### src/design/mpfu_pkg.sv
`default_nettype none
// ----------------------------------------------------------------------------
// Motor power feedback update package
// Shared constants, register indexes and structures for the power update.
// ----------------------------------------------------------------------------
package mpfu_pkg;

   localparam int unsigned SPEED_W    = 11;
   localparam int unsigned POWER_W    = 9;
   localparam int unsigned DUTY_W     = 8;
   localparam int unsigned THR_W      = 10;
   localparam int unsigned GAIN_W     = 10;
   localparam int unsigned DRIVE_W    = 22;
   localparam int unsigned INERTIA_W  = 19;
   localparam int unsigned NUM_W      = 24;
   localparam int unsigned QUOT_W     = 16;
   localparam int unsigned CSR_IDX_W  = 3;
   localparam int unsigned CSR_DATA_W = 10;

   localparam int INERTIA_GAIN = 240;
   localparam int PWR_SHIFT    = 8;
   localparam int PWR_SCALE    = 256;
   localparam int PWR_MAX      = 255;

   localparam logic [7:0]       FWD_RUN_RESET   = 8'd27;
   localparam logic [7:0]       FWD_START_RESET = 8'd73;
   localparam logic [9:0]       GAIN_RESET      = 10'd284;
   localparam logic signed [8:0] REV_RUN_RESET   = -9'sd27;
   localparam logic signed [8:0] REV_START_RESET = -9'sd73;

   typedef enum logic [CSR_IDX_W-1:0] {
      REG_FWD_RUN_THR   = 3'd0,
      REG_FWD_START_THR = 3'd1,
      REG_FWD_SPEED     = 3'd2,
      REG_FWD_FEEDBACK  = 3'd3,
      REG_REV_RUN_THR   = 3'd4,
      REG_REV_START_THR = 3'd5,
      REG_REV_SPEED     = 3'd6,
      REG_REV_FEEDBACK  = 3'd7
   } reg_index_type;

   typedef struct packed {
      logic [7:0]        fwd_run_thr;
      logic [7:0]        fwd_start_thr;
      logic [GAIN_W-1:0] fwd_speed_gain;
      logic [GAIN_W-1:0] fwd_feedback_gain;
      logic [8:0]        rev_run_thr;
      logic [8:0]        rev_start_thr;
      logic [GAIN_W-1:0] rev_speed_gain;
      logic [GAIN_W-1:0] rev_feedback_gain;
   } cfg_type;

   typedef struct packed {
      logic               req_zero;
      logic               forward;
      logic [THR_W-1:0]   thr;
      logic [DRIVE_W-1:0] drive;
   } drive_type;

endpackage
`default_nettype wire

### src/design/motor_power_feedback_update_core.sv
`default_nettype none
// Pipeline: a request passes through the input, drive and output registers to its response.
// Throughput: one request per cycle while rsp_stall is low; the stored power is updated
// as each request leaves the drive register, so the next request sees it without a bubble.
// The drive register holds the chosen threshold and the difference of both speed products.
// Reset clears all valids, sets the stored power to zero and loads default thresholds and gains.
// ----------------------------------------------------------------------------
// Motor power feedback update core
// Updates a stored motor power from requested and measured wheel speed.
// ----------------------------------------------------------------------------
module motor_power_feedback_update_core (
   input  wire logic                                      clock,
   input  wire logic                                      reset,
   input  wire logic                                      req_valid,
   output logic                                           req_stall,
   input  wire logic signed [mpfu_pkg::SPEED_W-1:0]       req_requested_speed,
   input  wire logic signed [mpfu_pkg::SPEED_W-1:0]       req_measured_speed,
   output logic                                           rsp_valid,
   input  wire logic                                      rsp_stall,
   output logic signed [mpfu_pkg::POWER_W-1:0]            rsp_power_level,
   output logic [mpfu_pkg::DUTY_W-1:0]                    rsp_forward_duty,
   output logic [mpfu_pkg::DUTY_W-1:0]                    rsp_backward_duty,
   input  wire logic                                      csr_write,
   input  wire logic [mpfu_pkg::CSR_IDX_W-1:0]            csr_index,
   input  wire logic [mpfu_pkg::CSR_DATA_W-1:0]           csr_data
);

   mpfu_pkg::cfg_type                       cfg;
   mpfu_pkg::drive_type                     drive_in;
   mpfu_pkg::drive_type                     drive_ff;

   logic                                    in_valid_ff;
   logic signed [mpfu_pkg::SPEED_W-1:0]     in_req_ff;
   logic signed [mpfu_pkg::SPEED_W-1:0]     in_meas_ff;
   logic                                    drive_valid_ff;
   logic                                    out_valid_ff;
   logic signed [mpfu_pkg::POWER_W-1:0]     out_power_ff;
   logic [mpfu_pkg::DUTY_W-1:0]             out_fwd_ff;
   logic [mpfu_pkg::DUTY_W-1:0]             out_bwd_ff;
   logic signed [mpfu_pkg::POWER_W-1:0]     power_ff;

   logic signed [mpfu_pkg::POWER_W-1:0]     power_in;
   logic [mpfu_pkg::DUTY_W-1:0]             fwd_in;
   logic [mpfu_pkg::DUTY_W-1:0]             bwd_in;

   logic                                    out_adv;
   logic                                    drive_adv;
   logic                                    in_adv;
   logic                                    in_valid_in;
   logic                                    drive_valid_in;
   logic                                    out_valid_in;

   mpfu_csr u_csr (
      .clock     (clock),
      .reset     (reset),
      .csr_write (csr_write),
      .csr_index (csr_index),
      .csr_data  (csr_data),
      .cfg       (cfg)
   );

   mpfu_drive u_drive (
      .cfg             (cfg),
      .requested_speed (in_req_ff),
      .measured_speed  (in_meas_ff),
      .drive           (drive_in)
   );

   mpfu_power u_power (
      .drive         (drive_ff),
      .current_power (power_ff),
      .power_level   (power_in),
      .forward_duty  (fwd_in),
      .backward_duty (bwd_in)
   );

   assign out_adv   = !out_valid_ff || !rsp_stall;
   assign drive_adv = !drive_valid_ff || out_adv;
   assign in_adv    = !in_valid_ff || drive_adv;
   assign req_stall = !in_adv;

   assign in_valid_in    = in_adv ? req_valid : in_valid_ff;
   assign drive_valid_in = drive_adv ? in_valid_ff : drive_valid_ff;
   assign out_valid_in   = out_adv ? drive_valid_ff : out_valid_ff;

   always_ff @(posedge clock) begin
      if (reset) begin
         in_valid_ff    <= 1'b0;
         drive_valid_ff <= 1'b0;
         out_valid_ff   <= 1'b0;
         power_ff       <= '0;
      end else begin
         in_valid_ff    <= in_valid_in;
         drive_valid_ff <= drive_valid_in;
         out_valid_ff   <= out_valid_in;
         if (drive_valid_ff && out_adv) begin
            power_ff <= power_in;
         end
      end
   end

   always_ff @(posedge clock) begin
      if (in_adv && req_valid) begin
         in_req_ff  <= req_requested_speed;
         in_meas_ff <= req_measured_speed;
      end
      if (drive_adv && in_valid_ff) begin
         drive_ff <= drive_in;
      end
      if (out_adv && drive_valid_ff) begin
         out_power_ff <= power_in;
         out_fwd_ff   <= fwd_in;
         out_bwd_ff   <= bwd_in;
      end
   end

   assign rsp_valid         = out_valid_ff;
   assign rsp_power_level   = out_power_ff;
   assign rsp_forward_duty  = out_fwd_ff;
   assign rsp_backward_duty = out_bwd_ff;

endmodule
`default_nettype wire

### src/design/mpfu_csr.sv
`default_nettype none
// ----------------------------------------------------------------------------
// Motor power feedback update configuration registers
// Holds the thresholds and gains, written through a simple write port.
// ----------------------------------------------------------------------------
module mpfu_csr (
   input  wire logic                              clock,
   input  wire logic                              reset,
   input  wire logic                              csr_write,
   input  wire logic [mpfu_pkg::CSR_IDX_W-1:0]    csr_index,
   input  wire logic [mpfu_pkg::CSR_DATA_W-1:0]   csr_data,
   output mpfu_pkg::cfg_type                      cfg
);

   mpfu_pkg::cfg_type cfg_ff;
   mpfu_pkg::cfg_type cfg_in;

   always_comb begin
      cfg_in = cfg_ff;
      if (csr_write) begin
         unique case (mpfu_pkg::reg_index_type'(csr_index))
            mpfu_pkg::REG_FWD_RUN_THR:   cfg_in.fwd_run_thr       = csr_data[7:0];
            mpfu_pkg::REG_FWD_START_THR: cfg_in.fwd_start_thr     = csr_data[7:0];
            mpfu_pkg::REG_FWD_SPEED:     cfg_in.fwd_speed_gain    = csr_data;
            mpfu_pkg::REG_FWD_FEEDBACK:  cfg_in.fwd_feedback_gain = csr_data;
            mpfu_pkg::REG_REV_RUN_THR:   cfg_in.rev_run_thr       = csr_data[8:0];
            mpfu_pkg::REG_REV_START_THR: cfg_in.rev_start_thr     = csr_data[8:0];
            mpfu_pkg::REG_REV_SPEED:     cfg_in.rev_speed_gain    = csr_data;
            mpfu_pkg::REG_REV_FEEDBACK:  cfg_in.rev_feedback_gain = csr_data;
            default:                     cfg_in = cfg_ff;
         endcase
      end
   end

   always_ff @(posedge clock) begin
      if (reset) begin
         cfg_ff.fwd_run_thr       <= mpfu_pkg::FWD_RUN_RESET;
         cfg_ff.fwd_start_thr     <= mpfu_pkg::FWD_START_RESET;
         cfg_ff.fwd_speed_gain    <= mpfu_pkg::GAIN_RESET;
         cfg_ff.fwd_feedback_gain <= mpfu_pkg::GAIN_RESET;
         cfg_ff.rev_run_thr       <= mpfu_pkg::REV_RUN_RESET;
         cfg_ff.rev_start_thr     <= mpfu_pkg::REV_START_RESET;
         cfg_ff.rev_speed_gain    <= mpfu_pkg::GAIN_RESET;
         cfg_ff.rev_feedback_gain <= mpfu_pkg::GAIN_RESET;
      end else begin
         cfg_ff <= cfg_in;
      end
   end

   assign cfg = cfg_ff;

endmodule
`default_nettype wire

### src/design/mpfu_drive.sv
`default_nettype none
// ----------------------------------------------------------------------------
// Motor power feedback update drive term
// Selects the direction threshold and forms gain*request - feedback*measured.
// ----------------------------------------------------------------------------
module mpfu_drive (
   input  wire mpfu_pkg::cfg_type                         cfg,
   input  wire logic signed [mpfu_pkg::SPEED_W-1:0]       requested_speed,
   input  wire logic signed [mpfu_pkg::SPEED_W-1:0]       measured_speed,
   output mpfu_pkg::drive_type                            drive
);

   logic                                      forward;
   logic                                      meas_zero;
   logic [mpfu_pkg::THR_W-1:0]                thr;
   logic [mpfu_pkg::GAIN_W-1:0]               speed_gain;
   logic [mpfu_pkg::GAIN_W-1:0]               feedback_gain;
   logic signed [mpfu_pkg::DRIVE_W-1:0]       req_term;
   logic signed [mpfu_pkg::DRIVE_W-1:0]       meas_term;

   always_comb begin
      forward   = !requested_speed[mpfu_pkg::SPEED_W-1];
      meas_zero = (measured_speed == '0);
      if (forward) begin
         thr = meas_zero ? {2'b00, cfg.fwd_start_thr} : {2'b00, cfg.fwd_run_thr};
         speed_gain    = cfg.fwd_speed_gain;
         feedback_gain = cfg.fwd_feedback_gain;
      end else begin
         thr = meas_zero ? {cfg.rev_start_thr[8], cfg.rev_start_thr}
                         : {cfg.rev_run_thr[8], cfg.rev_run_thr};
         speed_gain    = cfg.rev_speed_gain;
         feedback_gain = cfg.rev_feedback_gain;
      end
      req_term  = $signed({1'b0, speed_gain}) * requested_speed;
      meas_term = $signed({1'b0, feedback_gain}) * measured_speed;
   end

   assign drive.req_zero = (requested_speed == '0);
   assign drive.forward  = forward;
   assign drive.thr      = thr;
   assign drive.drive    = req_term - meas_term;

endmodule
`default_nettype wire

### src/design/mpfu_power.sv
`default_nettype none
// ----------------------------------------------------------------------------
// Motor power feedback update power stage
// Adds the inertia and threshold terms, divides by 256 toward zero, clamps and splits duties.
// ----------------------------------------------------------------------------
module mpfu_power (
   input  wire mpfu_pkg::drive_type                       drive,
   input  wire logic signed [mpfu_pkg::POWER_W-1:0]       current_power,
   output logic signed [mpfu_pkg::POWER_W-1:0]            power_level,
   output logic [mpfu_pkg::DUTY_W-1:0]                    forward_duty,
   output logic [mpfu_pkg::DUTY_W-1:0]                    backward_duty
);

   localparam logic signed [mpfu_pkg::INERTIA_W-1:0] INERTIA_K =
      mpfu_pkg::INERTIA_W'(mpfu_pkg::INERTIA_GAIN);
   localparam logic signed [mpfu_pkg::NUM_W-1:0] ROUND_BIAS =
      mpfu_pkg::NUM_W'(mpfu_pkg::PWR_SCALE - 1);
   localparam logic signed [mpfu_pkg::QUOT_W-1:0] POS_LIMIT =
      mpfu_pkg::QUOT_W'(mpfu_pkg::PWR_MAX);
   localparam logic signed [mpfu_pkg::QUOT_W-1:0] NEG_LIMIT =
      -mpfu_pkg::QUOT_W'(mpfu_pkg::PWR_MAX);

   logic signed [mpfu_pkg::THR_W-1:0]      thr;
   logic signed [mpfu_pkg::THR_W:0]        diff;
   logic signed [mpfu_pkg::INERTIA_W-1:0]  inertia;
   logic signed [mpfu_pkg::NUM_W-1:0]      num;
   logic signed [mpfu_pkg::NUM_W-1:0]      num_adj;
   logic signed [mpfu_pkg::QUOT_W-1:0]     quot;
   logic signed [mpfu_pkg::QUOT_W-1:0]     thr_q;
   logic signed [mpfu_pkg::QUOT_W-1:0]     bounded;
   logic signed [mpfu_pkg::POWER_W-1:0]    neg_power;

   always_comb begin
      thr     = $signed(drive.thr);
      diff    = (mpfu_pkg::THR_W+1)'(current_power) - (mpfu_pkg::THR_W+1)'(thr);
      inertia = mpfu_pkg::INERTIA_W'(diff) * INERTIA_K;
      num     = mpfu_pkg::NUM_W'($signed(drive.drive)) + mpfu_pkg::NUM_W'(inertia)
              + (mpfu_pkg::NUM_W'(thr) <<< mpfu_pkg::PWR_SHIFT);
      num_adj = num[mpfu_pkg::NUM_W-1] ? (num + ROUND_BIAS) : num;
      quot    = $signed(num_adj[mpfu_pkg::NUM_W-1:mpfu_pkg::PWR_SHIFT]);
      thr_q   = mpfu_pkg::QUOT_W'(thr);

      bounded = quot;
      if (drive.forward) begin
         if (quot < thr_q) begin
            bounded = thr_q;
         end
      end else begin
         if (quot > thr_q) begin
            bounded = thr_q;
         end
      end
      if (bounded > POS_LIMIT) begin
         bounded = POS_LIMIT;
      end
      if (bounded < NEG_LIMIT) begin
         bounded = NEG_LIMIT;
      end
      if (drive.req_zero) begin
         bounded = '0;
      end

      power_level   = bounded[mpfu_pkg::POWER_W-1:0];
      neg_power     = -power_level;
      forward_duty  = (power_level > 0) ? power_level[mpfu_pkg::DUTY_W-1:0] : '0;
      backward_duty = (power_level < 0) ? neg_power[mpfu_pkg::DUTY_W-1:0] : '0;
   end

endmodule
`default_nettype wire

### config.mk
export PLATFORM = sky130hd
export DESIGN_NAME = motor_power_feedback_update_core
export DESIGN_NICKNAME = d
export VERILOG_FILES = /design/src/design/mpfu_pkg.sv /design/src/design/motor_power_feedback_update_core.sv /design/src/design/mpfu_csr.sv /design/src/design/mpfu_drive.sv /design/src/design/mpfu_power.sv
export SDC_FILE = /design/constraint.sdc
export NUM_CORES = 1
export LEC_CHECK = 0
export BUFFER_PORTS_ARGS = -buffer_cell sky130_fd_sc_hd__buf_2
export CORE_MARGIN = 3
export CORE_UTILIZATION = 55
export CTS_BUF_LIST = sky130_fd_sc_hd__clkbuf_8
export CTS_CLUSTER_SIZE = 20
export DETAILED_ROUTE_END_ITERATION = 10
export HOLD_SLACK_MARGIN = 0.1
export PLACE_DENSITY = 0.82
export SLEW_MARGIN = 25
export SYNTH_ARGS = -nofsm -noshare
export SYNTH_HDL_FRONTEND = slang
export SYNTH_SLANG_ARGS = --single-unit
### constraint.sdc
create_clock -name clock -period 14.3 [get_ports clock]
set_clock_uncertainty 0.05 [all_clocks]
set_input_delay 0.715 -clock clock [delete_from_list [all_inputs] [get_ports clock]]
set_output_delay 0.715 -clock clock [all_outputs]
set_load 0.1 [all_outputs]
# Word level (Yosys, flattened, before mapping)
# Index checks and enable logic that the tools add are counted.
[classes]
addsub = 6
mul = 3
n_div = 0
magnitude_cmp = 6
n_eq_ne = 7
n_shift = 0
mux = 12
bitwise = 0
reduce_logical = 23
[ops]
columns = ["cell", "count"]
rows = [
  ["$mux 16", 4],
  ["$mul 11x11->22", 2],
  ["$mux 10", 4],
  ["$add 23x18->24", 1],
  ["$add 24x9->24 const B", 1],
  ["$mux 24", 1],
  ["$add 22x19->23", 1],
  ["$logic_not 11->1", 2],
  ["$sub 22x22->22", 1],
  ["$mux 9", 2],
  ["$gt 16x10->1", 1],
  ["$gt 16x9->1 const B", 1],
  ["$lt 16x10->1", 1],
  ["$lt 16x9->1 const B", 1],
  ["$reduce_and 2->1", 8],
  ["$mul 11x5->15 const B", 1],
  ["$eq 3x3->1 const B", 4],
  ["$sub 9x10->11", 1],
  ["$gt 9x1->1 const B", 1],
  ["$lt 9x1->1 const B", 1],
  ["$mux 8", 1],
  ["$neg 8->8", 1],
  ["$eq 3x2->1 const B", 2],
  ["$logic_not 1->1", 6],
  ["other kinds (4)", 8],
]
[word_totals]
ff_bits = 167
latch_bits = 0
mem_bits_rw = 0
rom_bits = 0
word_cells = 78
memories = 0

# Depth between registers and ports, before layout
# Gate-level depths: netlist of run 1.
[depth]
ltp_word = 15
depth_mapped = 53
ltp_nobuf = 50

# Cells and area by module
# A second synthesis of run 1 with hierarchy kept.
[hier_totals]
hier_cells = 1953
hier_area_um2 = 19054.5
[by_module_without_submodules]
columns = ["mod", "instances", "cells_per_inst", "area_each_um2"]
rows = [
  ["mpfu_drive", 1, 943, 8580.7],
  ["mpfu_power", 1, 609, 4667.0],
  ["motor_power_feedback_update_core", 1, 135, 2959.1],
  ["mpfu_csr", 1, 266, 2847.7],
]

# Least setup slack after synthesis of run 1
# OpenSTA, ideal clock, no wires.
[synth_path]
path_type = "register to register"
startpoint = "reg drive_ff[23] in the netlist's numbering"
endpoint = "reg out_bwd_ff, in the netlist rsp_backward_duty[4] (data pin)"
setup_ns = 0.261
t_arrival_ns = 11.277
required_time_ns = 13.989
slack_ns = 2.712
stages_incl_launch_ff = 52
n_path_buf = 3
cell_sequence = "edfxtp_1 > inv_1 > ha_1 > nor2b_1 > o21ai_0 > nand2b_1 > a21o_1 > a21o_1 > a21o_1 > a21o_1 > and2_1 > or2_2 > inv_1 > ha_1 > fa_1 > fa_1 > ha_1 > o21ai_0 > [16 not listed] > ha_1 > nand4_2 > nor4_2 > a21boi_2 > and4b_1 > or3_1 > buf_2 > buf_6 > nor3_2 > o22ai_1 > a211oi_2 > a221oi_1 > buf_2 > o21ai_1 > ha_1 > a21boi_0 > xor2_1 > nor2_1"
[synth_between]
elab_chain_len = 15
word_cells_on_any_way = 18
cone_classes = "5 x add/sub; 1 x mul; 5 x order compare; 7 x mux"
[synth_lines]
columns = ["item", "line", "text"]
rows = [
  ["start: declaration", "motor_power_feedback_update_core.sv:30", "mpfu_pkg::drive_type drive_ff;"],
  ["start signal: assignment", "motor_power_feedback_update_core.sv:108", "drive_ff <= drive_in;"],
  ["$sub 9x10->11", "mpfu_power.sv:35", "diff = (mpfu_pkg::THR_W+1)'(current_power) - (mpfu_pkg::THR_W+1)'(thr);"],
  ["$mul 11x5->15", "mpfu_power.sv:36", "inertia = mpfu_pkg::INERTIA_W'(diff) * INERTIA_K;"],
  ["$add 22x19->23", "mpfu_power.sv:37", "num = mpfu_pkg::NUM_W'($signed(drive.drive)) + mpfu_pkg::NUM_W'(inertia)"],
  ["$add 23x18->24", "mpfu_power.sv:38", "+ (mpfu_pkg::NUM_W'(thr) <<< mpfu_pkg::PWR_SHIFT);"],
  ["$add 24x9->24", "mpfu_power.sv:39", "num_adj = num[mpfu_pkg::NUM_W-1] ? (num + ROUND_BIAS) : num;"],
  ["$mux 24", "mpfu_power.sv:39", ""],
  ["$gt 16x10->1 / $lt 16x10->1 (equally long branches)", "mpfu_power.sv:49, mpfu_power.sv:45", ""],
  ["$mux 16, on equally long branches", "mpfu_power.sv:49, mpfu_power.sv:45", ""],
  ["$mux 16 *", "mpfu_power.sv:44", "if (drive.forward) begin"],
  ["$gt 16x9->1", "mpfu_power.sv:53", "if (bounded > POS_LIMIT) begin"],
  ["$mux 16 *", "mpfu_power.sv:53", ""],
  ["$lt 16x9->1", "mpfu_power.sv:56", "if (bounded < NEG_LIMIT) begin"],
  ["$mux 9 *", "mpfu_power.sv:56", ""],
  ["$mux 9 *", "mpfu_power.sv:59", "if (drive.req_zero) begin"],
  ["$neg 8->8 / $lt 9x1->1 (equally long branches)", "mpfu_power.sv:64, mpfu_power.sv:66", ""],
  ["end signal: assignment", "motor_power_feedback_update_core.sv:113", "out_bwd_ff <= bwd_in;"],
  ["end: declaration", "motor_power_feedback_update_core.sv:39", "logic [mpfu_pkg::DUTY_W-1:0] out_bwd_ff;"],
]
# Every way passes the cells marked *; elsewhere a longest branch is shown, timed or not.
# A chain may end at the register's enable or synchronous reset.

# Final worst setup path of run 1
[layout_path]
startpoint = "reg drive_ff[22] in the netlist's numbering"
endpoint = "reg out_bwd_ff, in the netlist rsp_backward_duty[4] (data pin)"
# The elaborated chain is that of the path after synthesis.

==> impl_results.html, run 1 <==
<table>
<tr><th>Metric</th><th>Value</th></tr>
<tr><th colspan="2">Floorplan</th></tr>
<tr><td>Starting density of the core</td><td>0.560</td></tr>
<tr><td>Floorplan core area</td><td>0.0327 mm²</td></tr>
<tr><td>Die X</td><td>188 µm</td></tr>
<tr><td>Top-level I/O count</td><td>67</td></tr>
<tr><td>Row cnt</td><td>66</td></tr>
<tr><td>Die height</td><td>188 µm</td></tr>
<tr><td>Floorplan die area</td><td>0.0355 mm²</td></tr>
<tr><th colspan="2">GRT</th></tr>
<tr><td>Via count of the first global-routing pass</td><td>14,200</td></tr>
<tr><td>Wire length of the first global-routing pass</td><td>71,100 µm</td></tr>
<tr><td>Aggregate global-route resource usage</td><td>0.250</td></tr>
<tr><td>Number of antenna violations at the first check in global routing</td><td>0</td></tr>
<tr><td>Pin count of the biggest net entering global routing</td><td>87</td></tr>
<tr><td>Total congestion overflow after global routing</td><td>0</td></tr>
<tr><th colspan="2">Synth</th></tr>
<tr><td>Count of unique library cells instantiated by Yosys</td><td>90</td></tr>
<tr><td>Post-synthesis instance total</td><td>1,905</td></tr>
<tr><td>List of most frequent post-synthesis cells</td><td>inv_1 (297), fa_1 (213), nand2_1 (201), ha_1 (188), nor2b_1 (96)</td></tr>
<tr><td>Count of warnings emitted by yosys</td><td>0</td></tr>
<tr><td>Most frequent cell after synthesis</td><td>inv_1</td></tr>
<tr><td>Average size of a mapped cell</td><td>9.61 µm²</td></tr>
<tr><td>Flops &amp; latches, synth</td><td>166</td></tr>
<tr><td>Largest area contributor in the netlist</td><td>fa_1</td></tr>
<tr><td>Number of enable-type register cells in the synthesized netlist</td><td>80</td></tr>
<tr><td>Share of async-settable or async-resettable flops after synthesis</td><td>0</td></tr>
<tr><td>Share of synthesized area occupied by flip-flops and latches</td><td>0.225</td></tr>
<tr><td>Top flip-flop cell by instance count after synthesis</td><td>dfxtp_1</td></tr>
<tr><td>Area share of the leading cell type in the synthesized netlist</td><td>0.233</td></tr>
<tr><td>Post-Syn Nets</td><td>2,346</td></tr>
<tr><td>Top cells by area, synth</td><td>fa_1 (23%), edfxtp_1 (13%), ha_1 (13%)</td></tr>
<tr><td>Post-synthesis instance area</td><td>0.0183 mm²</td></tr>
<tr><th colspan="2">STA</th></tr>
<tr><td>Max Transition Viols Final</td><td>0</td></tr>
<tr><td>Time the final worst path needs with I/O delays and setup</td><td>12,910 ps</td></tr>
<tr><td>Endpoints failing hold</td><td>0</td></tr>
<tr><td>Slew margin rel.</td><td>0.332</td></tr>
<tr><td>Final setup violation count</td><td>0</td></tr>
<tr><td>Setup repair after global routing missed its margin</td><td>no</td></tr>
<tr><td>Accumulated negative setup slack</td><td>0 ps</td></tr>
<tr><td>Fmax</td><td>77.5 MHz</td></tr>
<tr><td>Period utilization</td><td>0.903</td></tr>
<tr><td>Worst Setup Slack, final</td><td>1390 ps</td></tr>
<tr><td>Slew at the pin closest to its max-slew limit</td><td>974 ps</td></tr>
<tr><th colspan="2">Clocking</th></tr>
<tr><td>Setup Fix Bufs, Post-CTS</td><td>0</td></tr>
<tr><td>Number of buffers added by the clock tree synthesis step</td><td>17</td></tr>
<tr><td>Hold buffers post-CTS</td><td>0</td></tr>
<tr><td>Clock tree from TritonCTS</td><td>built</td></tr>
<tr><td>Clock-pin slew on the worst setup and hold paths</td><td>130 ps</td></tr>
<tr><td>Max Root-Sink Buffers</td><td>2</td></tr>
<tr><td>CTS H-tree depth</td><td>4</td></tr>
<tr><td>Clock Latency Late Sink</td><td>530 ps</td></tr>
<tr><td>Resized cells post-CTS</td><td>0</td></tr>
<tr><td>Root buffer cell</td><td>clkbuf_8</td></tr>
<tr><td>Clock sink total</td><td>166</td></tr>
<tr><th colspan="2">Drt</th></tr>
<tr><td>Number of nets still failing antenna checks after routing</td><td>0</td></tr>
<tr><td>Average routed wire per standard cell</td><td>17.8 µm</td></tr>
<tr><td>DRC violations left</td><td>0</td></tr>
<tr><td>Routed wire length</td><td>42,600 µm</td></tr>
<tr><td>Number of iterations in the first detailed-routing pass</td><td>5</td></tr>
<tr><td>Initial DRC Count</td><td>828</td></tr>
<tr><td>Detailed-route via count</td><td>13,400</td></tr>
<tr><td>DR vias/cell</td><td>5.60</td></tr>
<tr><th colspan="2">Placed design</th></tr>
<tr><td>Worst-case setup slack after placement</td><td>1570 ps</td></tr>
<tr><td>Total of buffers placed on input and output ports</td><td>66</td></tr>
<tr><td>Detailed-placement wirelength estimate</td><td>33,900 µm</td></tr>
<tr><td>Final estimated routing congestion in global placement</td><td>0.910</td></tr>
<tr><th colspan="2">Final layout</th></tr>
<tr><td>Antenna cell count</td><td>0</td></tr>
<tr><td>Area of the multi-input gates</td><td>0.0128 mm²</td></tr>
<tr><td>FF+latch area</td><td>0.00412 mm²</td></tr>
<tr><td>Nets@finish</td><td>2,378</td></tr>
<tr><td>Share of final-layout standard cells stronger than drive strength 1</td><td>0.0892</td></tr>
<tr><td>Area growth from synthesis to final layout</td><td>6.32%</td></tr>
<tr><td>Fillers</td><td>2,736</td></tr>
<tr><th colspan="2">Worst setup path</th></tr>
<tr><td>Crit path DAT</td><td>13,120 ps</td></tr>
<tr><td>Critical path start-end classification</td><td>flop to flop</td></tr>
<tr><td>Critical Path Max Stage Delay</td><td>540 ps</td></tr>
<tr><td>Dominant delay contributor by cell family on the critical path</td><td>compound AO/OA/AOI/OAI gates</td></tr>
<tr><td>Master of the slowest instance on the critical path</td><td>or3_1</td></tr>
<tr><td>Kind of launch point of the worst setup path</td><td>flop</td></tr>
<tr><td>Most common cell on crit path</td><td>ha_1</td></tr>
<tr><td>Critical-path maximum fanout</td><td>14</td></tr>
<tr><td>Critical path startpoint</td><td>drive_ff[22]$_DFFE_PP_</td></tr>
<tr><td>Critical R2R Launch</td><td>drive_ff[22]$_DFFE_PP_</td></tr>
<tr><td>CP required</td><td>14,520 ps</td></tr>
<tr><td>Crit path buf inv count</td><td>3</td></tr>
<tr><td>Capturing element type of the critical path</td><td>flop</td></tr>
<tr><th colspan="2">Hold path</th></tr>
<tr><td>Classification of the worst-slack hold path</td><td>input port to flop</td></tr>
<tr><td>Hold Path Origin</td><td>req_requested_speed[6]</td></tr>
<tr><th colspan="2">Flow run</th></tr>
<tr><td>Max capacitance violation total</td><td>0</td></tr>
<tr><th colspan="2">Outcome</th></tr>
<tr><td>Run status</td><td>finished, final reports clean</td></tr>
</table>
[final timing paths]
| kind | end | slack (ps) | cells after the start |
|---|---|---|---|
| max | rsp_backward_duty[4]$_SDFFCE_PN0P_ | 1390 | 47 |
| min reg2reg | u_csr.cfg[62]$_SDFFE_PP0P_ | 410 | 2 |
| max reg2reg | rsp_backward_duty[4]$_SDFFCE_PN0P_ | 1390 | 47 |
| min | in_req_ff[6]$_DFFE_PP_ | 300 | 1 |
[metrics by stage]
step / cells / area [µm²] / hold slack [ps] / utilization
after floorplan: 1905 / 18300 / 383 / -
after global routing: 2392 / 19500 / 274 / 0.595
final: 2392 / 19500 / 301 / 0.595
after detailed placement: 2360 / 19000 / 397 / 0.582
after CTS: 2392 / 19500 / 265 / 0.595
after global placement: 2360 / 19000 / 389 / 0.582
[worst register-to-register path, delay by kind of cell (launching register included)]
family,cells,cell delay [ps]
buf+inv,3,300
compound gates,20,4230
fa+ha+maj,10,3860
xor+xnor,4,1130
simple gates,10,2590
flops,1,490
[sequential cells by signal, summed over array words and instances, names as in the netlist]
register           flops
drive_ff              33
rsp_forward_duty       8
in_valid_ff            1
u_csr.cfg             74
rsp_power_level        9
in_meas_ff            11
in_req_ff             11
rsp_backward_duty      8
power_ff               9
drive_valid_ff         1
rsp_valid              1
[routing by layer]
| layer | vias to the layer above | global-route usage | part of all wire |
|---|---|---|---|
| met2 | 442 | 0.424 | 0.49 |
| met5 | - | 0 | 0 |
| met4 | 0 | 0.0965 | 0.037 |
| met1 | 6570 | 0.317 | 0.42 |
| met3 | 115 | 0.0497 | 0.062 |
| li1 | 6269 | - | - |
[layout make-up]
cell class / count / share of cell area
Clock buffer: 17 / 0.0120
Clock inverter: 15 / 0.0104
Inverter: 299 / 0.0577
Multi-Input combinational cell: 1373 / 0.657
Sequential cell: 166 / 0.212
Tap cell: 442 / 0.0284
Timing Repair Buffer: 80 / 0.0224
[cell usage in the layout (no fill, tap or decap), drive strengths merged, types with 17 or more instances in the layout]
master    n
and2     79
nor2b    96
nor2     85
fa      213
xor2     25
nand2   201
ha      188
inv     311
mux2i    26
nand2b   30
clkbuf   17
xnor2    58
edfxtp   80
o21ai    35
dfxtp    86
nor3     20
a211o    25
a21o     21
nand3    26
a21oi    73
buf      80
[logic make-up after synthesis]
kind of cell | share of synthesized area
fa+ha+maj | 0.362
compound gates | 0.0917
mux | 0.0335
buf+inv | 0.0762
flops | 0.225
xor+xnor | 0.0405
simple gates | 0.171
Power of run 1 is not shown: default switching activity piles up to over one toggle a cycle in this logic, so the estimate is an artifact.
==> run 2, diff against run 1 <==
--- a/config.mk
+++ b/config.mk
@@ -5,11 +5,12 @@
 export SDC_FILE = /design/constraint.sdc
 export NUM_CORES = 1
 export LEC_CHECK = 0
+export ABC_AREA = 1
 export BUFFER_PORTS_ARGS = -buffer_cell sky130_fd_sc_hd__buf_2
 export CORE_MARGIN = 3
 export CORE_UTILIZATION = 55
 export CTS_BUF_LIST = sky130_fd_sc_hd__clkbuf_8
-export CTS_CLUSTER_SIZE = 20
+export CTS_CLUSTER_SIZE = 24
 export DETAILED_ROUTE_END_ITERATION = 10
 export HOLD_SLACK_MARGIN = 0.1
 export PLACE_DENSITY = 0.82
==> run 2 against run 1 <==
Largest cell class unchanged. Critical endpoint is now rsp_backward_duty[6]$_SDFFCE_PN0P_. Flip-flop and latch count is the same. Critical path depth grew 17. Global-route usage grew 2.8 points. First-iteration DRC count grew 33%. Die area grew 1.0%. Non-clock buffer count shrank 1. Sequential share of layout area shrank 0.31 points.
==> impl_results.html, run 2 <==
<table>
<tr><th>Metric</th><th>Value</th></tr>
<tr><th colspan="2">Synth</th></tr>
<tr><td>Share of synthesized area occupied by flip-flops and latches</td><td>0.223 (was 0.225)</td></tr>
<tr><td>Post-synthesis instance total</td><td>2,323 (was 1,905)</td></tr>
<tr><td>Top cells by area, synth</td><td>fa_1 (23%), edfxtp_1 (13%), ha_1 (13%) (unchanged)</td></tr>
<tr><td>Most frequent cell after synthesis</td><td>inv_1 (unchanged)</td></tr>
<tr><td>Count of warnings emitted by yosys</td><td>0 (unchanged)</td></tr>
<tr><td>Post-Syn Nets</td><td>2,764 (was 2,346)</td></tr>
<tr><td>Largest area contributor in the netlist</td><td>fa_1 (unchanged)</td></tr>
<tr><td>Flops &amp; latches, synth</td><td>166 (unchanged)</td></tr>
<tr><td>Post-synthesis instance area</td><td>0.0185 mm² (was 0.0183 mm²)</td></tr>
<tr><td>Top flip-flop cell by instance count after synthesis</td><td>dfxtp_1 (unchanged)</td></tr>
<tr><td>Share of async-settable or async-resettable flops after synthesis</td><td>0 (unchanged)</td></tr>
<tr><td>Number of enable-type register cells in the synthesized netlist</td><td>80 (unchanged)</td></tr>
<tr><td>List of most frequent post-synthesis cells</td><td>inv_1 (446), nand2_1 (415), nor2_1 (335), fa_1 (213), ha_1 (188) (was inv_1 (297), fa_1 (213), nand2_1 (201), ha_1 (188), nor2b_1 (96))</td></tr>
<tr><td>Average size of a mapped cell</td><td>7.96 µm² (was 9.61 µm²)</td></tr>
<tr><td>Count of unique library cells instantiated by Yosys</td><td>48 (was 90)</td></tr>
<tr><td>Area share of the leading cell type in the synthesized netlist</td><td>0.231 (was 0.233)</td></tr>
<tr><th colspan="2">Floorplan</th></tr>
<tr><td>Floorplan die area</td><td>0.0359 mm² (was 0.0355 mm²)</td></tr>
<tr><td>Top-level I/O count</td><td>67 (unchanged)</td></tr>
<tr><td>Starting density of the core</td><td>0.563 (was 0.560)</td></tr>
<tr><td>Floorplan core area</td><td>0.0329 mm² (was 0.0327 mm²)</td></tr>
<tr><td>Die height</td><td>189 µm (was 188 µm)</td></tr>
<tr><td>Row cnt</td><td>66 (unchanged)</td></tr>
<tr><td>Die X</td><td>189 µm (was 188 µm)</td></tr>
<tr><th colspan="2">STA</th></tr>
<tr><td>Final setup violation count</td><td>0 (unchanged)</td></tr>
<tr><td>Max Transition Viols Final</td><td>0 (unchanged)</td></tr>
<tr><td>Setup repair after global routing missed its margin</td><td>no (unchanged)</td></tr>
<tr><td>Endpoints failing hold</td><td>0 (unchanged)</td></tr>
<tr><td>Period utilization</td><td>0.884 (was 0.903)</td></tr>
<tr><td>Accumulated negative setup slack</td><td>0 ps (unchanged)</td></tr>
<tr><td>Slew margin rel.</td><td>0.303 (was 0.332)</td></tr>
<tr><td>Slew at the pin closest to its max-slew limit</td><td>1040 ps (was 974 ps)</td></tr>
<tr><td>Time the final worst path needs with I/O delays and setup</td><td>12,640 ps (was 12,910 ps)</td></tr>
<tr><td>Fmax</td><td>79.1 MHz (was 77.5 MHz)</td></tr>
<tr><th colspan="2">Clocking</th></tr>
<tr><td>CTS H-tree depth</td><td>4 (unchanged)</td></tr>
<tr><td>Setup Fix Bufs, Post-CTS</td><td>0 (unchanged)</td></tr>
<tr><td>Clock Latency Late Sink</td><td>530 ps (about the same)</td></tr>
<tr><td>Hold buffers post-CTS</td><td>0 (unchanged)</td></tr>
<tr><td>Clock tree from TritonCTS</td><td>built (unchanged)</td></tr>
<tr><td>Resized cells post-CTS</td><td>0 (unchanged)</td></tr>
<tr><td>Clock-pin slew on the worst setup and hold paths</td><td>120 ps (was 130 ps)</td></tr>
<tr><td>Clock sink total</td><td>166 (unchanged)</td></tr>
<tr><td>Max Root-Sink Buffers</td><td>2 (unchanged)</td></tr>
<tr><td>Root buffer cell</td><td>clkbuf_8 (unchanged)</td></tr>
<tr><td>Number of buffers added by the clock tree synthesis step</td><td>17 (unchanged)</td></tr>
<tr><th colspan="2">GRT</th></tr>
<tr><td>Wire length of the first global-routing pass</td><td>78,500 µm (was 71,100 µm)</td></tr>
<tr><td>Aggregate global-route resource usage</td><td>0.278 (was 0.250)</td></tr>
<tr><td>Total congestion overflow after global routing</td><td>0 (unchanged)</td></tr>
<tr><td>Number of antenna violations at the first check in global routing</td><td>0 (unchanged)</td></tr>
<tr><td>Via count of the first global-routing pass</td><td>15,400 (was 14,200)</td></tr>
<tr><td>Pin count of the biggest net entering global routing</td><td>84 (was 87)</td></tr>
<tr><th colspan="2">Hold path</th></tr>
<tr><td>Classification of the worst-slack hold path</td><td>input port to flop (unchanged)</td></tr>
<tr><th colspan="2">Final layout</th></tr>
<tr><td>Most frequent standard cell in the layout excluding fill and tap cells</td><td>inv_1 (unchanged)</td></tr>
<tr><td>Fillers</td><td>2,915 (was 2,736)</td></tr>
<tr><td>Area growth from synthesis to final layout</td><td>6.76% (was 6.32%)</td></tr>
<tr><td>Antenna cell count</td><td>0 (unchanged)</td></tr>
<tr><td>Nets@finish</td><td>2,816 (was 2,378)</td></tr>
<tr><td>Number of flip-flops under the largest register name</td><td>74 (unchanged)</td></tr>
<tr><td>Top library cells by usage in the layout, fill and taps aside</td><td>inv_1 (445), nand2_1 (415), nor2_1 (334) (was inv_1 (297), fa_1 (213), nand2_1 (201))</td></tr>
<tr><td>Share of final-layout standard cells stronger than drive strength 1</td><td>0.0871 (was 0.0892)</td></tr>
<tr><th colspan="2">Drt</th></tr>
<tr><td>DRC violations left</td><td>0 (unchanged)</td></tr>
<tr><td>Initial DRC Count</td><td>1,102 (was 828)</td></tr>
<tr><td>Detailed-route via count</td><td>15,300 (was 13,400)</td></tr>
<tr><td>DR vias/cell</td><td>5.40 (was 5.60)</td></tr>
<tr><td>Average routed wire per standard cell</td><td>17.0 µm (was 17.8 µm)</td></tr>
<tr><td>Number of nets still failing antenna checks after routing</td><td>0 (unchanged)</td></tr>
<tr><td>Number of iterations in the first detailed-routing pass</td><td>6 (was 5)</td></tr>
<tr><td>Routed wire length</td><td>48,200 µm (was 42,600 µm)</td></tr>
<tr><th colspan="2">Worst setup path</th></tr>
<tr><td>Critical Path Max Stage Delay</td><td>520 ps (was 540 ps)</td></tr>
<tr><td>Critical path start-end classification</td><td>flop to flop (unchanged)</td></tr>
<tr><td>Master of the slowest instance on the critical path</td><td>fa_1 (was or3_1)</td></tr>
<tr><td>CP required</td><td>14,540 ps (was 14,520 ps)</td></tr>
<tr><td>Most common cell on crit path</td><td>nand2_1 (was ha_1)</td></tr>
<tr><td>Critical-path maximum fanout</td><td>19 (was 14)</td></tr>
<tr><td>Kind of launch point of the worst setup path</td><td>flop (unchanged)</td></tr>
<tr><td>Crit path DAT</td><td>12,880 ps (was 13,120 ps)</td></tr>
<tr><td>Capturing element type of the critical path</td><td>flop (unchanged)</td></tr>
<tr><th colspan="2">Outcome</th></tr>
<tr><td>Run status</td><td>finished, final reports clean (unchanged)</td></tr>
<tr><th colspan="2">Placed design</th></tr>
<tr><td>Detailed-placement wirelength estimate</td><td>39,600 µm (was 33,900 µm)</td></tr>
<tr><td>Total of buffers placed on input and output ports</td><td>66 (unchanged)</td></tr>
<tr><td>Final estimated routing congestion in global placement</td><td>0.994 (was 0.910)</td></tr>
<tr><th colspan="2">Flow run</th></tr>
<tr><td>Max capacitance violation total</td><td>0 (unchanged)</td></tr>
</table>
run 2: area by class of cell:
type	count	area, µm²	share of cell area
clock buffers	17	234	0.0118
clock inverters	15	211	0.0107
repair buffers	79	428	0.0217
flip-flops and latches	166	4120	0.209
inverters	473	1780	0.0899
well taps	442	553	0.0280
multi-input cells	1638	12400	0.629
run 2: metrics by stage:
step | std cells | setup WS, ps | instance area (µm²) | hold slack [ps] | utilization
2_1_floorplan | 2323 | 3700 | 18500 | 371 | -
3_3_place_gp | 2798 | 2350 | 19300 | 380 | 0.587
3_5_place_dp | 2798 | 1920 | 19300 | 387 | 0.587
4_1_cts | 2830 | 1810 | 19700 | 271 | 0.601
5_1_grt | 2830 | 587 | 19700 | 273 | 0.601
6_report | 2830 | 1660 | 19700 | 303 | 0.601
run 2: final timing paths:
| kind | startpoint | endpoint | slack [ps] | cells after the start |
|---|---|---|---|---|
| max | drive_ff[22]$_DFFE_PP_ | rsp_backward_duty[6]$_SDFFCE_PN0P_ | 1660 | 64 |
| min | req_requested_speed[7] | in_req_ff[7]$_DFFE_PP_ | 300 | 1 |
| max reg2reg | drive_ff[22]$_DFFE_PP_ | rsp_backward_duty[6]$_SDFFCE_PN0P_ | 1660 | 64 |
| min reg2reg | u_csr.cfg[61]$_SDFFE_PP1P_ | u_csr.cfg[61]$_SDFFE_PP1P_ | 410 | 2 |
run 2: cell families (layout without fill, tap and decap cells):
family,Yosys count,count (layout),share of synthesized area
AND/OR/NAND/NOR,952,952,0.218
buffers and inverters,519,584,0.106
adder cells (fa/ha/maj),401,401,0.358
AO/OA/AOI/OAI,223,223,0.0655
flip-flops,166,166,0.223
XOR/XNOR,61,61,0.0293
multiplexers,1,1,0.000541
run 2: metal layers:
metal / track usage / wire length (µm) / up-vias
li1: - / - / 7267
met1: 0.350 / 19400 / 7285
met2: 0.472 / 23200 / 617
met3: 0.0470 / 3310 / 115
met4: 0.121 / 2330 / 0
met5: 0 / 0 / -
run 2: critical path: cells and delay by family, from the launching register on:
kind            cells  cell delay (ps)
simple gates       33             3890
fa+ha+maj          10             3740
compound gates     10             2220
xor+xnor            3             1090
buf+inv             8              950
flops               1              450
Power of run 2 is left out for the same reason.
==> run 3, diff against run 2 <==
--- a/config.mk
+++ b/config.mk
@@ -17,4 +17,5 @@
 export SLEW_MARGIN = 25
 export SYNTH_ARGS = -nofsm -noshare
 export SYNTH_HDL_FRONTEND = slang
+export SYNTH_HIERARCHICAL = 1
 export SYNTH_SLANG_ARGS = --single-unit
==> run 3 against run 2 <==
Register-to-register slack better by 250 ps. Synthesized area is 6.8% higher. Worst setup slack better by 250 ps. Routed wire length is 7.2% higher. Global-route usage is 0.22 points lower. Die area is 6.6% higher. First-iteration DRC count is 36% higher. Fmax is 2.0% higher. Highest routed layer unchanged. Critical path type unchanged.
==> impl_results.html, run 3 <==
<table>
<tr><th>Metric</th><th>Value</th></tr>
<tr><th colspan="2">Worst setup path</th></tr>
<tr><td>Crit path DAT</td><td>12,700 ps (was 12,880 ps)</td></tr>
<tr><td>Capturing element type of the critical path</td><td>flop (unchanged)</td></tr>
<tr><td>Master of the slowest instance on the critical path</td><td>fa_1 (unchanged)</td></tr>
<tr><td>Critical-path maximum fanout</td><td>15 (was 19)</td></tr>
<tr><td>Kind of launch point of the worst setup path</td><td>flop (unchanged)</td></tr>
<tr><td>Most common cell on crit path</td><td>nand2_1 (unchanged)</td></tr>
<tr><td>Critical path start-end classification</td><td>flop to flop (unchanged)</td></tr>
<tr><td>CP required</td><td>14,600 ps (was 14,540 ps)</td></tr>
<tr><td>Critical Path Max Stage Delay</td><td>560 ps (was 520 ps)</td></tr>
<tr><th colspan="2">STA</th></tr>
<tr><td>Fmax</td><td>80.7 MHz (was 79.1 MHz)</td></tr>
<tr><td>Time the final worst path needs with I/O delays and setup</td><td>12,390 ps (was 12,640 ps)</td></tr>
<tr><td>Hold slack final</td><td>317 ps (was 303 ps)</td></tr>
<tr><td>Endpoints failing hold</td><td>0 (unchanged)</td></tr>
<tr><td>Final setup violation count</td><td>0 (unchanged)</td></tr>
<tr><td>Accumulated negative setup slack</td><td>0 ps (unchanged)</td></tr>
<tr><td>Setup repair after global routing missed its margin</td><td>no (unchanged)</td></tr>
<tr><td>Period utilization</td><td>0.867 (was 0.884)</td></tr>
<tr><td>Max Transition Viols Final</td><td>0 (unchanged)</td></tr>
<tr><td>Slew at the pin closest to its max-slew limit</td><td>754 ps (was 1040 ps)</td></tr>
<tr><td>Slew margin rel.</td><td>0.494 (was 0.303)</td></tr>
<tr><td>Worst Setup Slack, final</td><td>1910 ps (was 1660 ps)</td></tr>
<tr><th colspan="2">Final layout</th></tr>
<tr><td>Nets@finish</td><td>3,092 (was 2,816)</td></tr>
<tr><td>Share of final-layout standard cells stronger than drive strength 1</td><td>0.0804 (was 0.0871)</td></tr>
<tr><td>Post-route cell area</td><td>0.0208 mm² (was 0.0197 mm²)</td></tr>
<tr><td>Most frequent standard cell in the layout excluding fill and tap cells</td><td>nand2_1 (was inv_1)</td></tr>
<tr><td>Number of flip-flops under the largest register name</td><td>74 (unchanged)</td></tr>
<tr><td>Area growth from synthesis to final layout</td><td>5.27% (was 6.76%)</td></tr>
<tr><td>Top library cells by usage in the layout, fill and taps aside</td><td>nand2_1 (620), inv_1 (508), nor2_1 (332) (was inv_1 (445), nand2_1 (415), nor2_1 (334))</td></tr>
<tr><th colspan="2">Clocking</th></tr>
<tr><td>Number of buffers added by the clock tree synthesis step</td><td>17 (unchanged)</td></tr>
<tr><td>Setup Fix Bufs, Post-CTS</td><td>0 (unchanged)</td></tr>
<tr><td>Root buffer cell</td><td>clkbuf_8 (unchanged)</td></tr>
<tr><td>Resized cells post-CTS</td><td>0 (unchanged)</td></tr>
<tr><td>Hold buffers post-CTS</td><td>0 (unchanged)</td></tr>
<tr><td>Clock tree from TritonCTS</td><td>built (unchanged)</td></tr>
<tr><td>CTS H-tree depth</td><td>4 (unchanged)</td></tr>
<tr><td>Clock Latency Late Sink</td><td>510 ps (was 530 ps)</td></tr>
<tr><td>Max Root-Sink Buffers</td><td>2 (unchanged)</td></tr>
<tr><td>Clock sink total</td><td>167 (was 166)</td></tr>
<tr><td>Clock-pin slew on the worst setup and hold paths</td><td>120 ps (about the same)</td></tr>
<tr><th colspan="2">Synth</th></tr>
<tr><td>Post-synthesis instance area</td><td>0.0198 mm² (was 0.0185 mm²)</td></tr>
<tr><td>Post-synthesis instance total</td><td>2,607 (was 2,323)</td></tr>
<tr><td>Post-synthesis share of cell area spent on xor and xnor gates</td><td>0.0204 (was 0.0293)</td></tr>
<tr><td>Flops &amp; latches, synth</td><td>167 (was 166)</td></tr>
<tr><td>Count of unique library cells instantiated by Yosys</td><td>43 (was 48)</td></tr>
<tr><td>Largest area contributor in the netlist</td><td>fa_1 (unchanged)</td></tr>
<tr><td>Number of enable-type register cells in the synthesized netlist</td><td>81 (was 80)</td></tr>
<tr><td>Count of warnings emitted by yosys</td><td>6 (was 0)</td></tr>
<tr><td>List of most frequent post-synthesis cells</td><td>nand2_1 (620), inv_1 (506), nor2_1 (334), fa_1 (213), ha_1 (189) (was inv_1 (446), nand2_1 (415), nor2_1 (335), fa_1 (213), ha_1 (188))</td></tr>
<tr><td>Share of synthesized area occupied by flip-flops and latches</td><td>0.210 (was 0.223)</td></tr>
<tr><td>Area share of the leading cell type in the synthesized netlist</td><td>0.216 (was 0.231)</td></tr>
<tr><td>Most frequent cell after synthesis</td><td>nand2_1 (was inv_1)</td></tr>
<tr><td>Area fraction in and, or, nand and nor cells after synthesis</td><td>0.276 (was 0.218)</td></tr>
<tr><td>Share of async-settable or async-resettable flops after synthesis</td><td>0 (unchanged)</td></tr>
<tr><td>Post-Syn Nets</td><td>3,049 (was 2,764)</td></tr>
<tr><td>Average size of a mapped cell</td><td>7.58 µm² (was 7.96 µm²)</td></tr>
<tr><td>Top cells by area, synth</td><td>fa_1 (22%), edfxtp_1 (12%), ha_1 (12%) (was fa_1 (23%), edfxtp_1 (13%), ha_1 (13%))</td></tr>
<tr><td>Mux cell area share after synthesis</td><td>0.000507 (was 0.000541)</td></tr>
<tr><td>Adder-cell area share of the yosys netlist</td><td>0.335 (was 0.358)</td></tr>
<tr><td>Dominant combinational cell family by area after synthesis</td><td>adder cells (unchanged)</td></tr>
<tr><td>Fraction of the mapped netlist area in compound gates</td><td>0.0443 (was 0.0655)</td></tr>
<tr><td>Top flip-flop cell by instance count after synthesis</td><td>dfxtp_1 (unchanged)</td></tr>
<tr><th colspan="2">GRT</th></tr>
<tr><td>Wire length of the first global-routing pass</td><td>84,900 µm (was 78,500 µm)</td></tr>
<tr><td>Via count of the first global-routing pass</td><td>17,000 (was 15,400)</td></tr>
<tr><td>Aggregate global-route resource usage</td><td>0.276 (was 0.278)</td></tr>
<tr><td>GRT met2 Usage</td><td>0.462 (was 0.472)</td></tr>
<tr><td>Total congestion overflow after global routing</td><td>0 (unchanged)</td></tr>
<tr><td>Global routing met1 resource utilization</td><td>0.362 (was 0.350)</td></tr>
<tr><td>Pin count of the biggest net entering global routing</td><td>75 (was 84)</td></tr>
<tr><td>Number of antenna violations at the first check in global routing</td><td>1 (was 0)</td></tr>
<tr><td>GR Layer Usage met3</td><td>0.0400 (was 0.0470)</td></tr>
<tr><td>Busiest layer in global routing</td><td>met2 (unchanged)</td></tr>
<tr><th colspan="2">Drt</th></tr>
<tr><td>Number of nets still failing antenna checks after routing</td><td>0 (unchanged)</td></tr>
<tr><td>DRC violations left</td><td>0 (unchanged)</td></tr>
<tr><td>Initial DRC Count</td><td>1,496 (was 1,102)</td></tr>
<tr><td>Average routed wire per standard cell</td><td>16.6 µm (was 17.0 µm)</td></tr>
<tr><td>Detailed-route via count</td><td>16,900 (was 15,300)</td></tr>
<tr><td>Number of iterations in the first detailed-routing pass</td><td>6 (unchanged)</td></tr>
<tr><td>Routed wire length</td><td>51,700 µm (was 48,200 µm)</td></tr>
<tr><td>DR vias/cell</td><td>5.43 (was 5.40)</td></tr>
<tr><th colspan="2">Placed design</th></tr>
<tr><td>Detailed-placement wirelength estimate</td><td>42,400 µm (was 39,600 µm)</td></tr>
<tr><td>Placed cell area</td><td>0.0204 mm² (was 0.0193 mm²)</td></tr>
<tr><td>Final estimated routing congestion in global placement</td><td>0.958 (was 0.994)</td></tr>
<tr><td>Total of buffers placed on input and output ports</td><td>66 (unchanged)</td></tr>
<tr><td>Worst-case setup slack after placement</td><td>2260 ps (was 1920 ps)</td></tr>
<tr><th colspan="2">Floorplan</th></tr>
<tr><td>Row cnt</td><td>68 (was 66)</td></tr>
<tr><td>Floorplan die area</td><td>0.0382 mm² (was 0.0359 mm²)</td></tr>
<tr><td>Die X</td><td>196 µm (was 189 µm)</td></tr>
<tr><td>Die height</td><td>196 µm (was 189 µm)</td></tr>
<tr><td>Top-level I/O count</td><td>67 (unchanged)</td></tr>
<tr><td>Starting density of the core</td><td>0.565 (was 0.563)</td></tr>
<tr><td>Floorplan core area</td><td>0.0350 mm² (was 0.0329 mm²)</td></tr>
<tr><th colspan="2">Outcome</th></tr>
<tr><td>Run status</td><td>finished, final reports clean (unchanged)</td></tr>
<tr><th colspan="2">Flow run</th></tr>
<tr><td>Max capacitance violation total</td><td>0 (unchanged)</td></tr>
<tr><th colspan="2">Hold path</th></tr>
<tr><td>Classification of the worst-slack hold path</td><td>input port to flop (unchanged)</td></tr>
</table>
run 3: cell count changes after synthesis, moves of 15 or more:
cell      change
clkbuf_1     -16
nand2_1     +205
inv_1        +60
o21ai_0      -83
a21oi_1      +16
xor2_1       -15
nand3_1      +82
nand3b_1     +19
run 3: through the flow:
step,utilization,cells
after floorplan,-,2607
after global placement,0.584,3086
after detailed placement,0.585,3086
after CTS,0.595,3118
after global routing,0.595,3118
final,0.595,3119
run 3: logic make-up (layout without fill, tap and decap cells):
family,after synthesis,in the layout
other,0,1
and+or+nand+nor,1269,1269
xor gates and xnor gates,46,46
AOI/OAI and AO/OA,150,150
buffers and inverters,572,628
muxes,1,1
DFF,167,167
adders and majority gates,402,402
run 3: path summary, 6_finish.rpt:
check | slack, ps | cells after the start | endpoint | startpoint
worst max-delay path | 1910 | 56 | rsp_forward_duty[1]$_DFFE_PP_ | drive_ff[22]$_DFFE_PP_
worst min-delay path | 320 | 1 | in_req_ff[5]$_DFFE_PP_ | req_requested_speed[5]
worst max register to register | 1910 | 56 | rsp_forward_duty[1]$_DFFE_PP_ | drive_ff[22]$_DFFE_PP_
worst min register to register | 410 | 2 | u_csr/cfg[25]$_SDFFE_PP1P_ | u_csr/cfg[25]$_SDFFE_PP1P_
run 3: metal layers:
| layer | up-vias | wire [µm] |
|---|---|---|
| li1 | 8065 | - |
| met1 | 8018 | 21300 |
| met2 | 690 | 24600 |
| met3 | 156 | 3550 |
| met4 | 0 | 2210 |
| met5 | - | 0 |
run 3: layout make-up:
cell class / count / area, µm²
clock inverters: 14 / 108
inverters: 524 / 1970
repair buffers: 72 / 375
well taps: 455 / 569
clock buffers: 18 / 248
fillers: 3207 / 14200
diodes: 1 / 2.50
multi-input cells: 1868 / 13400
flip-flops and latches: 167 / 4150
run 3: worst max-delay path: cells and delay by family (launching register included):
kind	cells	cell delay, ps
XOR/XNOR	3	1140
AO/OA/AOI/OAI	10	2500
AND/OR/NAND/NOR	32	4070
buffers and inverters	2	540
adder cells (fa/ha/maj)	9	3520
flip-flops	1	430
Power of run 3 is left out for the same reason.
